### src/rtl/mhi_pkg.sv
// Shared types and codes for the binary max-heap insert block.
// No dependencies; mhi_out_if, mhi_seq and max_heap_insert import this package.
`default_nettype none

package mhi_pkg;

    // Operation carried by an input item.
    localparam logic OP_PUSH = 1'b0;
    localparam logic OP_READ = 1'b1;

    // Status reported with each result item.
    typedef enum logic [1:0] {
        ST_OK    = 2'd0,
        ST_FULL  = 2'd1,
        ST_EMPTY = 2'd2
    } t_status;

endpackage

`default_nettype wire

### src/rtl/mhi_in_if.sv
// Input channel of the heap block: valid/ready handshake plus the item fields.
// Depends on nothing but its own parameters.
`default_nettype none

interface mhi_in_if #(
    parameter int IDX_W     = 5,
    parameter int KEY_WIDTH = 16
);
    logic                        valid;
    logic                        ready;
    logic                        opcode;
    logic signed [KEY_WIDTH-1:0] value;
    logic        [IDX_W-1:0]     index;

    modport source (output valid, output opcode, output value, output index, input ready);
    modport sink   (input valid, input opcode, input value, input index, output ready);
endinterface

`default_nettype wire

### src/rtl/mhi_out_if.sv
// Result channel of the heap block: valid/ready handshake plus the result fields.
// Depends on mhi_pkg for the status type.
`default_nettype none

interface mhi_out_if
    import mhi_pkg::*;
#(
    parameter int IDX_W     = 5,
    parameter int CNT_W     = 6,
    parameter int KEY_WIDTH = 16
);
    logic                        valid;
    logic                        ready;
    t_status                     status;
    logic        [IDX_W-1:0]     position;
    logic        [CNT_W-1:0]     entry_count;
    logic signed [KEY_WIDTH-1:0] read_data;

    modport source (output valid, output status, output position, output entry_count,
                    output read_data, input ready);
    modport sink   (input valid, input status, input position, input entry_count,
                    input read_data, output ready);
endinterface

`default_nettype wire

### src/rtl/mhi_ram.sv
// Heap key storage: one write port and one read port with registered read data.
// Depends on nothing; used by the max_heap_insert top level.
`default_nettype none

module mhi_ram #(
    parameter int DEPTH     = 32,
    parameter int KEY_WIDTH = 16,
    parameter int IDX_W     = 5
) (
    input  wire logic                 i_clk,
    input  wire logic                 i_wr_en,
    input  wire logic [IDX_W-1:0]     i_wr_addr,
    input  wire logic [KEY_WIDTH-1:0] i_wr_data,
    input  wire logic                 i_rd_en,
    input  wire logic [IDX_W-1:0]     i_rd_addr,
    output logic      [KEY_WIDTH-1:0] o_rd_data
);

    logic [KEY_WIDTH-1:0] r_mem [DEPTH];
    logic [KEY_WIDTH-1:0] r_rd_data;

    // Write port.
    always_ff @(posedge i_clk) begin
        if (i_wr_en) begin
            r_mem[i_wr_addr] <= i_wr_data;
        end
    end

    // Read port; data appears the cycle after the address.
    always_ff @(posedge i_clk) begin
        if (i_rd_en) begin
            r_rd_data <= r_mem[i_rd_addr];
        end
    end

    assign o_rd_data = r_rd_data;

endmodule

`default_nettype wire

### src/rtl/mhi_seq.sv
// Sift-up sequencer: walks from the free slot toward the root, one level per
// cycle, using a single signed compare against the parent read from storage.
// Depends on mhi_pkg; drives the mhi_ram ports.
`default_nettype none

module mhi_seq
    import mhi_pkg::*;
#(
    parameter int DEPTH     = 32,
    parameter int KEY_WIDTH = 16,
    parameter int IDX_W     = 5,
    parameter int CNT_W     = 6
) (
    input  wire logic                 i_clk,
    input  wire logic                 i_rst_n,
    // Item side
    input  wire logic                 i_valid,
    output logic                      o_ready,
    input  wire logic                 i_opcode,
    input  wire logic [KEY_WIDTH-1:0] i_value,
    input  wire logic [IDX_W-1:0]     i_index,
    // Result side
    output logic                      o_res_valid,
    input  wire logic                 i_res_ready,
    output t_status                   o_status,
    output logic      [IDX_W-1:0]     o_position,
    output logic      [CNT_W-1:0]     o_count,
    output logic      [KEY_WIDTH-1:0] o_read_data,
    // Storage side
    output logic                      o_rd_en,
    output logic      [IDX_W-1:0]     o_rd_addr,
    input  wire logic [KEY_WIDTH-1:0] i_rd_data,
    output logic                      o_wr_en,
    output logic      [IDX_W-1:0]     o_wr_addr,
    output logic      [KEY_WIDTH-1:0] o_wr_data
);

    typedef enum logic [3:0] {
        S_IDLE  = 4'b0001,
        S_LOOK  = 4'b0010,
        S_FETCH = 4'b0100,
        S_DONE  = 4'b1000
    } t_state;

    localparam logic [CNT_W-1:0] FULL_COUNT = CNT_W'(DEPTH);

    t_state               r_state, n_state;
    logic [IDX_W-1:0]     r_slot, n_slot;
    logic [KEY_WIDTH-1:0] r_key, n_key;
    logic [CNT_W-1:0]     r_count, n_count;
    t_status              r_status, n_status;
    logic [IDX_W-1:0]     r_position, n_position;
    logic [CNT_W-1:0]     r_res_count, n_res_count;
    logic [KEY_WIDTH-1:0] r_read_data, n_read_data;

    logic [IDX_W-1:0]     free_slot;
    logic [IDX_W-1:0]     parent;
    logic                 parent_holds;

    // Parent of a slot is (slot - 1) / 2.
    function automatic logic [IDX_W-1:0] parent_of(input logic [IDX_W-1:0] slot);
        logic [IDX_W-1:0] dec;
        dec = slot - 1'b1;
        return dec >> 1;
    endfunction

    assign free_slot    = r_count[IDX_W-1:0];
    assign parent       = parent_of(r_slot);
    // Equal keys stop the walk: the parent stays above the new key.
    assign parent_holds = ($signed(i_rd_data) >= $signed(r_key));

    // Next-state and datapath control.
    always_comb begin
        n_state     = r_state;
        n_slot      = r_slot;
        n_key       = r_key;
        n_count     = r_count;
        n_status    = r_status;
        n_position  = r_position;
        n_res_count = r_res_count;
        n_read_data = r_read_data;
        o_rd_en     = 1'b0;
        o_rd_addr   = '0;
        o_wr_en     = 1'b0;
        o_wr_addr   = r_slot;
        o_wr_data   = r_key;

        case (r_state)
            S_IDLE: begin
                if (i_valid) begin
                    n_position  = '0;
                    n_read_data = '0;
                    n_res_count = r_count;
                    if (i_opcode == OP_PUSH) begin
                        if (r_count == FULL_COUNT) begin
                            n_status = ST_FULL;
                            n_state  = S_DONE;
                        end else begin
                            n_slot    = free_slot;
                            n_key     = i_value;
                            o_rd_en   = (r_count != '0);
                            o_rd_addr = parent_of(free_slot);
                            n_state   = S_LOOK;
                        end
                    end else begin
                        if (CNT_W'(i_index) < r_count) begin
                            o_rd_en   = 1'b1;
                            o_rd_addr = i_index;
                            n_state   = S_FETCH;
                        end else begin
                            n_status = ST_EMPTY;
                            n_state  = S_DONE;
                        end
                    end
                end
            end

            S_LOOK: begin
                if ((r_slot == '0) || parent_holds) begin
                    // The key settles here.
                    o_wr_en     = 1'b1;
                    n_count     = r_count + 1'b1;
                    n_res_count = r_count + 1'b1;
                    n_status    = ST_OK;
                    n_position  = r_slot;
                    n_state     = S_DONE;
                end else begin
                    // Move the smaller parent down and climb one level.
                    o_wr_en   = 1'b1;
                    o_wr_data = i_rd_data;
                    n_slot    = parent;
                    o_rd_en   = (parent != '0);
                    o_rd_addr = parent_of(parent);
                end
            end

            S_FETCH: begin
                n_status    = ST_OK;
                n_read_data = i_rd_data;
                n_state     = S_DONE;
            end

            S_DONE: begin
                if (i_res_ready) begin
                    n_state = S_IDLE;
                end
            end

            default: begin
                n_state = S_IDLE;
            end
        endcase
    end

    // Control state.
    always_ff @(posedge i_clk) begin
        if (!i_rst_n) begin
            r_state <= S_IDLE;
            r_count <= '0;
        end else begin
            r_state <= n_state;
            r_count <= n_count;
        end
    end

    // Walk and result payload.
    always_ff @(posedge i_clk) begin
        r_slot      <= n_slot;
        r_key       <= n_key;
        r_status    <= n_status;
        r_position  <= n_position;
        r_res_count <= n_res_count;
        r_read_data <= n_read_data;
    end

    assign o_ready     = (r_state == S_IDLE);
    assign o_res_valid = (r_state == S_DONE);
    assign o_status    = r_status;
    assign o_position  = r_position;
    assign o_count     = r_res_count;
    assign o_read_data = r_read_data;

endmodule

`default_nettype wire

### src/rtl/max_heap_insert.sv
// Binary max-heap with sift-up insertion. A push climbs one level per step from the free slot
// toward the root, up to log2(DEPTH) levels, and a read fetches one stored key; a push to a
// full heap is refused. The next item is taken only after the result of the last one is handed
// on to the result register, so items never overlap. The sift-up loop over the single storage
// read port sets the rate. Reset (synchronous, active low) empties the heap and the result
// register; the key storage itself is not cleared.
`default_nettype none

module max_heap_insert
    import mhi_pkg::*;
#(
    parameter int DEPTH     = 32,
    parameter int KEY_WIDTH = 16
) (
    input  wire logic i_clk,
    input  wire logic i_rst_n,
    mhi_in_if.sink    i_in,
    mhi_out_if.source o_res
);

    localparam int IDX_W = $clog2(DEPTH);
    localparam int CNT_W = $clog2(DEPTH + 1);

    logic                 seq_res_valid;
    logic                 seq_res_ready;
    t_status              seq_status;
    logic [IDX_W-1:0]     seq_position;
    logic [CNT_W-1:0]     seq_count;
    logic [KEY_WIDTH-1:0] seq_read_data;

    logic                 rd_en;
    logic [IDX_W-1:0]     rd_addr;
    logic [KEY_WIDTH-1:0] rd_data;
    logic                 wr_en;
    logic [IDX_W-1:0]     wr_addr;
    logic [KEY_WIDTH-1:0] wr_data;

    logic                 r_valid;
    t_status              r_status;
    logic [IDX_W-1:0]     r_position;
    logic [CNT_W-1:0]     r_count;
    logic [KEY_WIDTH-1:0] r_read_data;

    mhi_seq #(
        .DEPTH     (DEPTH),
        .KEY_WIDTH (KEY_WIDTH),
        .IDX_W     (IDX_W),
        .CNT_W     (CNT_W)
    ) u_seq (
        .i_clk       (i_clk),
        .i_rst_n     (i_rst_n),
        .i_valid     (i_in.valid),
        .o_ready     (i_in.ready),
        .i_opcode    (i_in.opcode),
        .i_value     (i_in.value),
        .i_index     (i_in.index),
        .o_res_valid (seq_res_valid),
        .i_res_ready (seq_res_ready),
        .o_status    (seq_status),
        .o_position  (seq_position),
        .o_count     (seq_count),
        .o_read_data (seq_read_data),
        .o_rd_en     (rd_en),
        .o_rd_addr   (rd_addr),
        .i_rd_data   (rd_data),
        .o_wr_en     (wr_en),
        .o_wr_addr   (wr_addr),
        .o_wr_data   (wr_data)
    );

    mhi_ram #(
        .DEPTH     (DEPTH),
        .KEY_WIDTH (KEY_WIDTH),
        .IDX_W     (IDX_W)
    ) u_ram (
        .i_clk     (i_clk),
        .i_wr_en   (wr_en),
        .i_wr_addr (wr_addr),
        .i_wr_data (wr_data),
        .i_rd_en   (rd_en),
        .i_rd_addr (rd_addr),
        .o_rd_data (rd_data)
    );

    // Output register: takes a new result item when empty or being drained.
    assign seq_res_ready = !r_valid || o_res.ready;

    always_ff @(posedge i_clk) begin
        if (!i_rst_n) begin
            r_valid <= 1'b0;
        end else if (seq_res_ready) begin
            r_valid <= seq_res_valid;
        end
    end

    always_ff @(posedge i_clk) begin
        if (seq_res_valid && seq_res_ready) begin
            r_status    <= seq_status;
            r_position  <= seq_position;
            r_count     <= seq_count;
            r_read_data <= seq_read_data;
        end
    end

    assign o_res.valid       = r_valid;
    assign o_res.status      = r_status;
    assign o_res.position    = r_position;
    assign o_res.entry_count = r_count;
    assign o_res.read_data   = r_read_data;

endmodule

`default_nettype wire
### src/flat_wrapper.sv
// flat-port wrapper written by rule: the top's interface ports become plain ports
module max_heap_insert_flat import mhi_pkg::*;
#(
    parameter int DEPTH     = 32,
    parameter int KEY_WIDTH = 16
)
  (i_clk, i_rst_n, i_in_valid, i_in_opcode, i_in_value, i_in_index, i_in_ready, o_res_valid, o_res_status, o_res_position, o_res_entry_count, o_res_read_data, o_res_ready);
  mhi_in_if #(.KEY_WIDTH(KEY_WIDTH)) i_in_i ();
  mhi_out_if #(.KEY_WIDTH(KEY_WIDTH)) o_res_i ();
  input  wire logic i_clk;
  input  wire logic i_rst_n;
  input wire logic [$bits(i_in_i.valid)-1:0] i_in_valid;
  input wire logic [$bits(i_in_i.opcode)-1:0] i_in_opcode;
  input wire logic [$bits(i_in_i.value)-1:0] i_in_value;
  input wire logic [$bits(i_in_i.index)-1:0] i_in_index;
  output wire logic [$bits(i_in_i.ready)-1:0] i_in_ready;
  output wire logic [$bits(o_res_i.valid)-1:0] o_res_valid;
  output wire logic [$bits(o_res_i.status)-1:0] o_res_status;
  output wire logic [$bits(o_res_i.position)-1:0] o_res_position;
  output wire logic [$bits(o_res_i.entry_count)-1:0] o_res_entry_count;
  output wire logic [$bits(o_res_i.read_data)-1:0] o_res_read_data;
  input wire logic [$bits(o_res_i.ready)-1:0] o_res_ready;
  assign i_in_i.valid = i_in_valid;
  assign i_in_i.opcode = i_in_opcode;
  assign i_in_i.value = i_in_value;
  assign i_in_i.index = i_in_index;
  assign i_in_ready = i_in_i.ready;
  assign o_res_valid = o_res_i.valid;
  assign o_res_status = o_res_i.status;
  assign o_res_position = o_res_i.position;
  assign o_res_entry_count = o_res_i.entry_count;
  assign o_res_read_data = o_res_i.read_data;
  assign o_res_i.ready = o_res_ready;
  max_heap_insert #(.DEPTH(DEPTH), .KEY_WIDTH(KEY_WIDTH)) u_core (.i_clk(i_clk), .i_rst_n(i_rst_n), .i_in(i_in_i), .o_res(o_res_i));
endmodule
### config.mk
export PLATFORM = sky130hd
export DESIGN_NAME = max_heap_insert_flat
export DESIGN_NICKNAME = d
export VERILOG_FILES = /design/src/rtl/mhi_pkg.sv /design/src/rtl/mhi_in_if.sv /design/src/rtl/mhi_out_if.sv /design/src/rtl/mhi_ram.sv /design/src/rtl/mhi_seq.sv /design/src/rtl/max_heap_insert.sv /design/src/flat_wrapper.sv
export SDC_FILE = /design/constraint.sdc
export NUM_CORES = 1
export LEC_CHECK = 0
export BUFFER_PORTS_ARGS = -buffer_cell sky130_fd_sc_hd__buf_2
export CAP_MARGIN = 20
export CORE_ASPECT_RATIO = 1.5
export CORE_UTILIZATION = 34
export CTS_BUF_LIST = sky130_fd_sc_hd__clkbuf_2
export DETAILED_ROUTE_END_ITERATION = 10
export GPL_ROUTABILITY_DRIVEN = 0
export PLACE_DENSITY = 0.6
export SLEW_MARGIN = 10
export SYNTH_ARGS = -nofsm -noshare
export SYNTH_HDL_FRONTEND = slang
export SYNTH_SLANG_ARGS = --single-unit
### constraint.sdc
create_clock -name i_clk -period 12 [get_ports i_clk]
set_clock_uncertainty 0.15 [all_clocks]
set_input_delay 0.6 -clock i_clk [delete_from_list [all_inputs] [get_ports i_clk]]
set_output_delay 0.6 -clock i_clk [all_outputs]
set_load 0.03 [all_outputs]
==> impl_metrics.json, run 1 <==
{
  "placed_cells_incl_taps": 2677,
  "rows": 121,
  "via_per_inst": 5.12,
  "finalHoldViolations": 0,
  "crit_path_max_fanout": 146,
  "synth_ff_type": "edfxtp_1",
  "insertion_delay_ns": 1.14,
  "intPower_uw": 2980,
  "route.final.wire_length_um": 65300,
  "p_leak_uw": 0.0104,
  "endpoint_kind": "flop",
  "period_share_pct": 45.3,
  "antenna_found_initial": 3,
  "portBuffers": 56,
  "synthDistinctLibCells": 64,
  "drv_slew": 0,
  "async_flop_share_pct": 0,
  "worst_pin_slew_ns": 1.17,
  "holdBufCountCts": 38,
  "hold_class": "in2reg",
  "netlist.area_leader.share_pct": 72.3,
  "htreeDepth": 4,
  "power_density_nw_per_um2": 143,
  "clk_pin_slew_ns": 0.11,
  "num_vias": 15045,
  "drc": 0,
  "tns_ns": 0,
  "maxCapViolations": 0,
  "grt_pass1_wl_um": 96200,
  "clkPwrFrac_pct": 31.8,
  "swShare_pct": 25.9,
  "synth.yosys.seq_area_share_pct": 73.2,
  "critPathMaxStageDelay_ns": 0.97,
  "synth_edf_count": 607,
  "design.core.area_um2": 73000,
  "synth_area_leaders": "edfxtp_1 (72%), mux2i_1 (7.0%), nand2_1 (4.1%)",
  "nNetsFinal": 1923,
  "synthTopCellsByCount": "edfxtp_1 (607), nand2_1 (275), mux2i_1 (177)",
  "die_h_um": 336,
  "clock_sinks": 618,
  "drtIter0Drc": 1203,
  "tritoncts": "built",
  "syn_avg_cell_area_um2": 15.1,
  "rsz0062_at_grt": "no",
  "grt_max_degree": 147,
  "p_comb_share_pct": 8.7,
  "ys_seq_elements": 618,
  "synth_most_common_cell": "edfxtp_1",
  "ys_warn_count": 0,
  "instances_no_fill": 2939,
  "syn_nets": 1730,
  "outcome": "finished, final reports clean",
  "gr-usage-all-layers_pct": 17.3,
  "crit_chain": "ha_1, nand4_1, nor4_1, nor4_2, and3_1, nor2_4, buf_12, mux2i_1, mux2i_1, a2111oi_0, a22oi_1",
  "start_util_pct": 34.5,
  "synthCells": 1675,
  "period_needed_ns": 5.43,
  "root_buffer": "clkbuf_2",
  "critPathArrivalTime_ns": 6.11,
  "slowest_stage": "a2111oi_0",
  "ioPinCount": 57,
  "drtPass1Iterations": 5,
  "seqPwrFrac_pct": 59.5,
  "slew_headroom_pct": 21.7,
  "grt-ovfl-total": 0,
  "clockBufferDepth": 3,
  "vdd_drop_max_mv": 0.0550,
  "fmax_mhz": 184,
  "synthesis.area_um2": 25200,
  "setup_viol": 0,
  "cp_top_family": "simple AND/OR/NAND/NOR gates",
  "drive_above_1_share_pct": 18.1,
  "cts_buffers": 134,
  "cts_resized": 0,
  "cp_common_cell": "mux2i_1",
  "cts_setup_buffers": 0,
  "start_kind": "flop",
  "area.growth.synth_to_final_pct": 12.0,
  "yosys.area.top_type": "edfxtp_1",
  "path_buf_inv": 1,
  "path_class": "reg2reg",
  "hpwl_um": 40300,
  "cp.required_ns": 12.67,
  "die_x_um": 224,
  "antenna_left": 0,
  "grt_pass1_vias": 15365,
  "dieArea_um2": 75300,
  "routedWlPerCell_um": 22.2,
  "p_switching_uw": 1040
}
[metrics by stage]
step	hold WS, ns	power [uW]	area (um2)	setup slack [ns]	utilization [%]
final	0.107	4020	28200	6.57	38.7
after detailed placement	0.255	2790	26700	6.53	36.5
after global placement	0.253	2780	26600	6.19	36.5
after floorplan	0.250	2660	25200	8.01	-
after CTS	0.00189	4060	28200	6.53	38.7
after global routing	0.0389	4170	28200	6.39	38.7
[cell usage in the layout, fill, tap and decap left out, types with 4 or more instances in the layout]
cell,n
mux2_2,15
a311oi_1,7
a21o_1,5
a2111oi_0,24
inv_1,28
mux2i_1,177
edfxtp_1,607
and2_1,28
dlygate4sd3_1,38
buf_4,44
nor3_1,4
ha_1,29
nand4_1,10
and3_1,9
dfxtp_1,11
clkinv_1,15
buf_2,57
nand3_1,73
a22oi_1,13
nand3b_1,5
nand2b_1,5
a32oi_1,31
inv_2,4
a21oi_1,76
o21ai_0,17
clkinv_2,7
or3_1,4
clkbuf_2,189
nor4_1,4
nand2_1,274
xnor2_1,15
nor2_1,51
[per-layer routing]
layer | share of wire (%) | GRT usage (%) | vias up
li1 | - | - | 6805
met1 | 38 | 19.3 | 7581
met2 | 54 | 32.3 | 516
met3 | 4.8 | 2.33 | 143
met4 | 3.6 | 8.09 | 0
met5 | 0 | 0 | -
[worst register-to-register path, cell delays in order (launching register included)]
cell and delay (ns):
edfxtp_1 0.44, ha_1 0.32, nand4_1 0.23, nor4_1 0.82, nor4_2 0.12, and3_1 0.37
nor2_4 0.20, buf_12 0.54, mux2i_1 0.52, mux2i_1 0.13, a2111oi_0 0.97, a22oi_1 0.32
[cells by family (layout without fill, tap and decap cells)]
| family | Yosys count | in the layout | share of synthesized area (%) |
|---|---|---|---|
| muxes | 192 | 192 | 7.70 |
| AOI/OAI and AO/OA | 211 | 211 | 5.93 |
| xor gates and xnor gates | 18 | 18 | 0.655 |
| other | 0 | 1 | 0 |
| adders and majority gates | 29 | 29 | 1.44 |
| DFF | 618 | 618 | 73.2 |
| and+or+nand+nor | 491 | 491 | 8.74 |
| buffers and inverters | 116 | 395 | 2.36 |
[power by group through the flow]
stage / clock network (uW) / registers, uW / logic [uW]
detailed placement: 0 / 2440 / 341
finish: 1280 / 2400 / 351
global placement: 0 / 2440 / 337
floorplan: 0 / 2440 / 222
global route: 1400 / 2400 / 373
CTS: 1310 / 2400 / 353
[worst paths after layout]
path	from	end	slack [ns]	depth (start not counted)
worst max-delay path	u_core.u_ram.o_rd_data[9]	u_core.u_ram.o_rd_data[11]	6.57	11
worst min register to register	u_core.u_seq.o_count[2]	u_core.o_res.entry_count[2]	0.22	0
worst min-delay path	i_in_value[7]	u_core.u_seq.r_key[7]	0.11	2
worst max register to register	u_core.u_ram.o_rd_data[9]	u_core.u_ram.o_rd_data[11]	6.57	11
[state kept, by name (all words and copies together), names as in the netlist, 2 cells and up]
| signal | count |
|---|---|
| u_core.o_res.entry_count | 6 |
| u_core.o_res.position | 5 |
| u_core.o_res.read_data | 16 |
| u_core.o_res.status | 2 |
| u_core.u_ram.o_rd_data | 16 |
| u_core.u_ram.r_mem | 512 |
| u_core.u_seq.o_count | 6 |
| u_core.u_seq.o_position | 5 |
| u_core.u_seq.o_read_data | 16 |
| u_core.u_seq.o_status | 2 |
| u_core.u_seq.o_wr_addr | 5 |
| u_core.u_seq.r_count | 6 |
| u_core.u_seq.r_key | 16 |
| u_core.u_seq.r_state | 4 |
[area by class of cell]
class                   instances  area, um2
flip-flops and latches        618      18400
fillers                      6847      44700
diodes                          1       2.50
well taps                     984       1230
clock inverters                33        233
clock buffers                 189        946
multi-input cells             941       6230
repair buffers                144       1040
inverters                      29        109
Power figures use the tool's default switching activity.
==> inputs of run 2 (changes only) <==
clock period = 5.4 ns   (was 12 ns; I/O delays follow)
==> impl_metrics.json, run 2 (synthesis results as in run 1) <==
{
  "endpoint_kind": "flop",
  "crit_path_max_fanout": 36,
  "min-delay-start": "i_in_index[1]",
  "critPathArrivalTime_ns": 6.00,
  "worst_slack_ns": 0.0433,
  "period_share_pct": 99.2,
  "cts_resized": 0,
  "drc": 1,
  "p_comb_share_pct": 9.5,
  "die_x_um": 224,
  "violations": "DRC",
  "area.growth.synth_to_final_pct": 14.3,
  "swShare_pct": 26.1,
  "r2r-start": "u_core.u_ram.o_rd_data[14]",
  "layout_commonest_cell": "edfxtp_1",
  "r2r_end": "u_core.u_ram.o_rd_data[1]",
  "r2r_cells": 13,
  "r2r_slack_ns": 0.04,
  "most-common-layout-cells": "edfxtp_1 (607), nand2_1 (274), clkbuf_2 (201), mux2i_1 (177), buf_4 (89)",
  "path_class": "reg2reg",
  "total_power_uw": 8980,
  "route.final.wire_length_um": 67300,
  "hpwl_um": 42600,
  "seqPwrFrac_pct": 59.2,
  "finalHoldViolations": 0,
  "num_vias": 15401,
  "fillers": 6865,
  "hold_class": "in2reg",
  "multiInputGateArea_um2": 6220,
  "drtPass1Iterations": 10,
  "maxCapViolations": 0,
  "cts_setup_buffers": 0,
  "via_per_inst": 5.11,
  "clkPwrFrac_pct": 31.3,
  "antenna_left": 0,
  "p_leak_uw": 0.0108,
  "antenna_found_initial": 2,
  "drtIter0Drc": 1209,
  "slew_headroom_pct": 37.5,
  "cp.required_ns": 6.04,
  "cts_buffers": 138,
  "clock_sinks": 618,
  "portBuffers": 56,
  "outcome": "complete, but fails checks",
  "dieArea_um2": 75300,
  "rows": 121,
  "root_buffer": "clkbuf_2",
  "top_register": "u_core.u_ram.r_mem",
  "drv_slew": 0,
  "whs_path_depth": 7,
  "intPower_uw": 6640,
  "largest_reg_flops": 512,
  "whs_endpoint": "u_core.u_seq.o_status[1]",
  "power_density_nw_per_um2": 312,
  "ioPinCount": 57,
  "nNetsFinal": 1986,
  "insertion_delay_ns": 1.16,
  "vdd_drop_max_mv": 0.137,
  "postLayoutCoreUtil_pct": 39.5,
  "grt_max_degree": 46,
  "setup_viol": 0,
  "rsz0062_at_grt": "no",
  "htreeDepth": 4,
  "start_kind": "flop",
  "grt_pass1_wl_um": 98600,
  "p_switching_uw": 2350,
  "drive_above_1_share_pct": 20.5,
  "die_h_um": 336,
  "design.core.area_um2": 73000,
  "place_ws_ns": 0.166,
  "fmax_mhz": 187,
  "worst_pin_slew_ns": 0.914,
  "start_util_pct": 34.5,
  "grt-ovfl-total": 0,
  "instances_no_fill": 3013,
  "placed_cells_incl_taps": 2729,
  "seq_area_um2": 18400,
  "grt_pass1_vias": 15778,
  "clk_pin_slew_ns": 0.11,
  "clockBufferDepth": 3,
  "gr-usage-all-layers_pct": 17.9,
  "routedWlPerCell_um": 22.3,
  "tritoncts": "built",
  "period_needed_ns": 5.36
}
run 2: worst max path at each step:
| stage | to | from | cells after the start | slack [ns] |
|---|---|---|---|---|
| floorplan | u_core.u_ram.r_mem[0][0] | u_core.u_ram.o_rd_data[15] | 8 | 1.41 |
| global route | u_core.u_ram.o_rd_data[1] | u_core.u_ram.o_rd_data[14] | 13 | 0.04 |
| finish | u_core.u_ram.o_rd_data[1] | u_core.u_ram.o_rd_data[14] | 13 | 0.04 |
| detailed placement | u_core.u_ram.o_rd_data[1] | u_core.u_ram.o_rd_data[14] | 13 | 0.17 |
| CTS | u_core.u_ram.o_rd_data[1] | u_core.u_ram.o_rd_data[14] | 13 | 0.17 |
| global placement | u_core.u_ram.o_rd_data[14] | u_core.u_ram.o_rd_data[14] | 12 | -0.17 |
run 2: layer usage:
metal	share of wire (%)	GRT usage, %
met1	35	18.9
met2	53	32.8
met3	5.5	2.49
met4	6.0	11.9
met5	0	0
run 2: worst max-delay path: stages (launching register included):
cell	delay [ns]
edfxtp_1	0.53
ha_1	0.35
nand4_1	0.20
nor4_1	0.64
buf_4	0.25
nor4_2	0.05
and3_1	0.34
nor2_4	0.51
buf_12	0.21
buf_12	0.24
mux2i_1	0.23
mux2i_1	0.10
a2111oi_0	0.84
a22oi_1	0.33
run 2: what timing repair did:
action                     in CTS  in global routing
hold endpoints to repair      137                  0
hold buffers                   45                  0
setup endpoints to repair       0                  0
run 2: metrics by stage:
stage / TNS, ns / hold WS, ns / instance area (um2)
floorplan: 0 / 0.219 / 25200
global placement: -0.173 / 0.251 / 27100
detailed placement: 0 / 0.255 / 27200
CTS: 0 / 0.0213 / 28800
global route: 0 / 0.121 / 28800
finish: 0 / 0.129 / 28800
run 2: power by group through the flow:
stage	clock network [uW]	logic (uW)	registers, uW
2_1_floorplan	0	493	5420
3_3_place_gp	0	812	5430
3_5_place_dp	0	824	5430
4_1_cts	2890	854	5320
5_1_grt	3100	904	5330
6_report	2810	852	5320
run 2: final cells by class:
class / count / area share, %
multi-input combinational: 941 / 21.6
clock inverter: 35 / 0.582
tap: 984 / 4.27
clock buffer: 201 / 3.49
timing repair buffer: 203 / 5.61
antenna: 2 / 0.0174
inverter: 29 / 0.378
sequential: 618 / 64.0
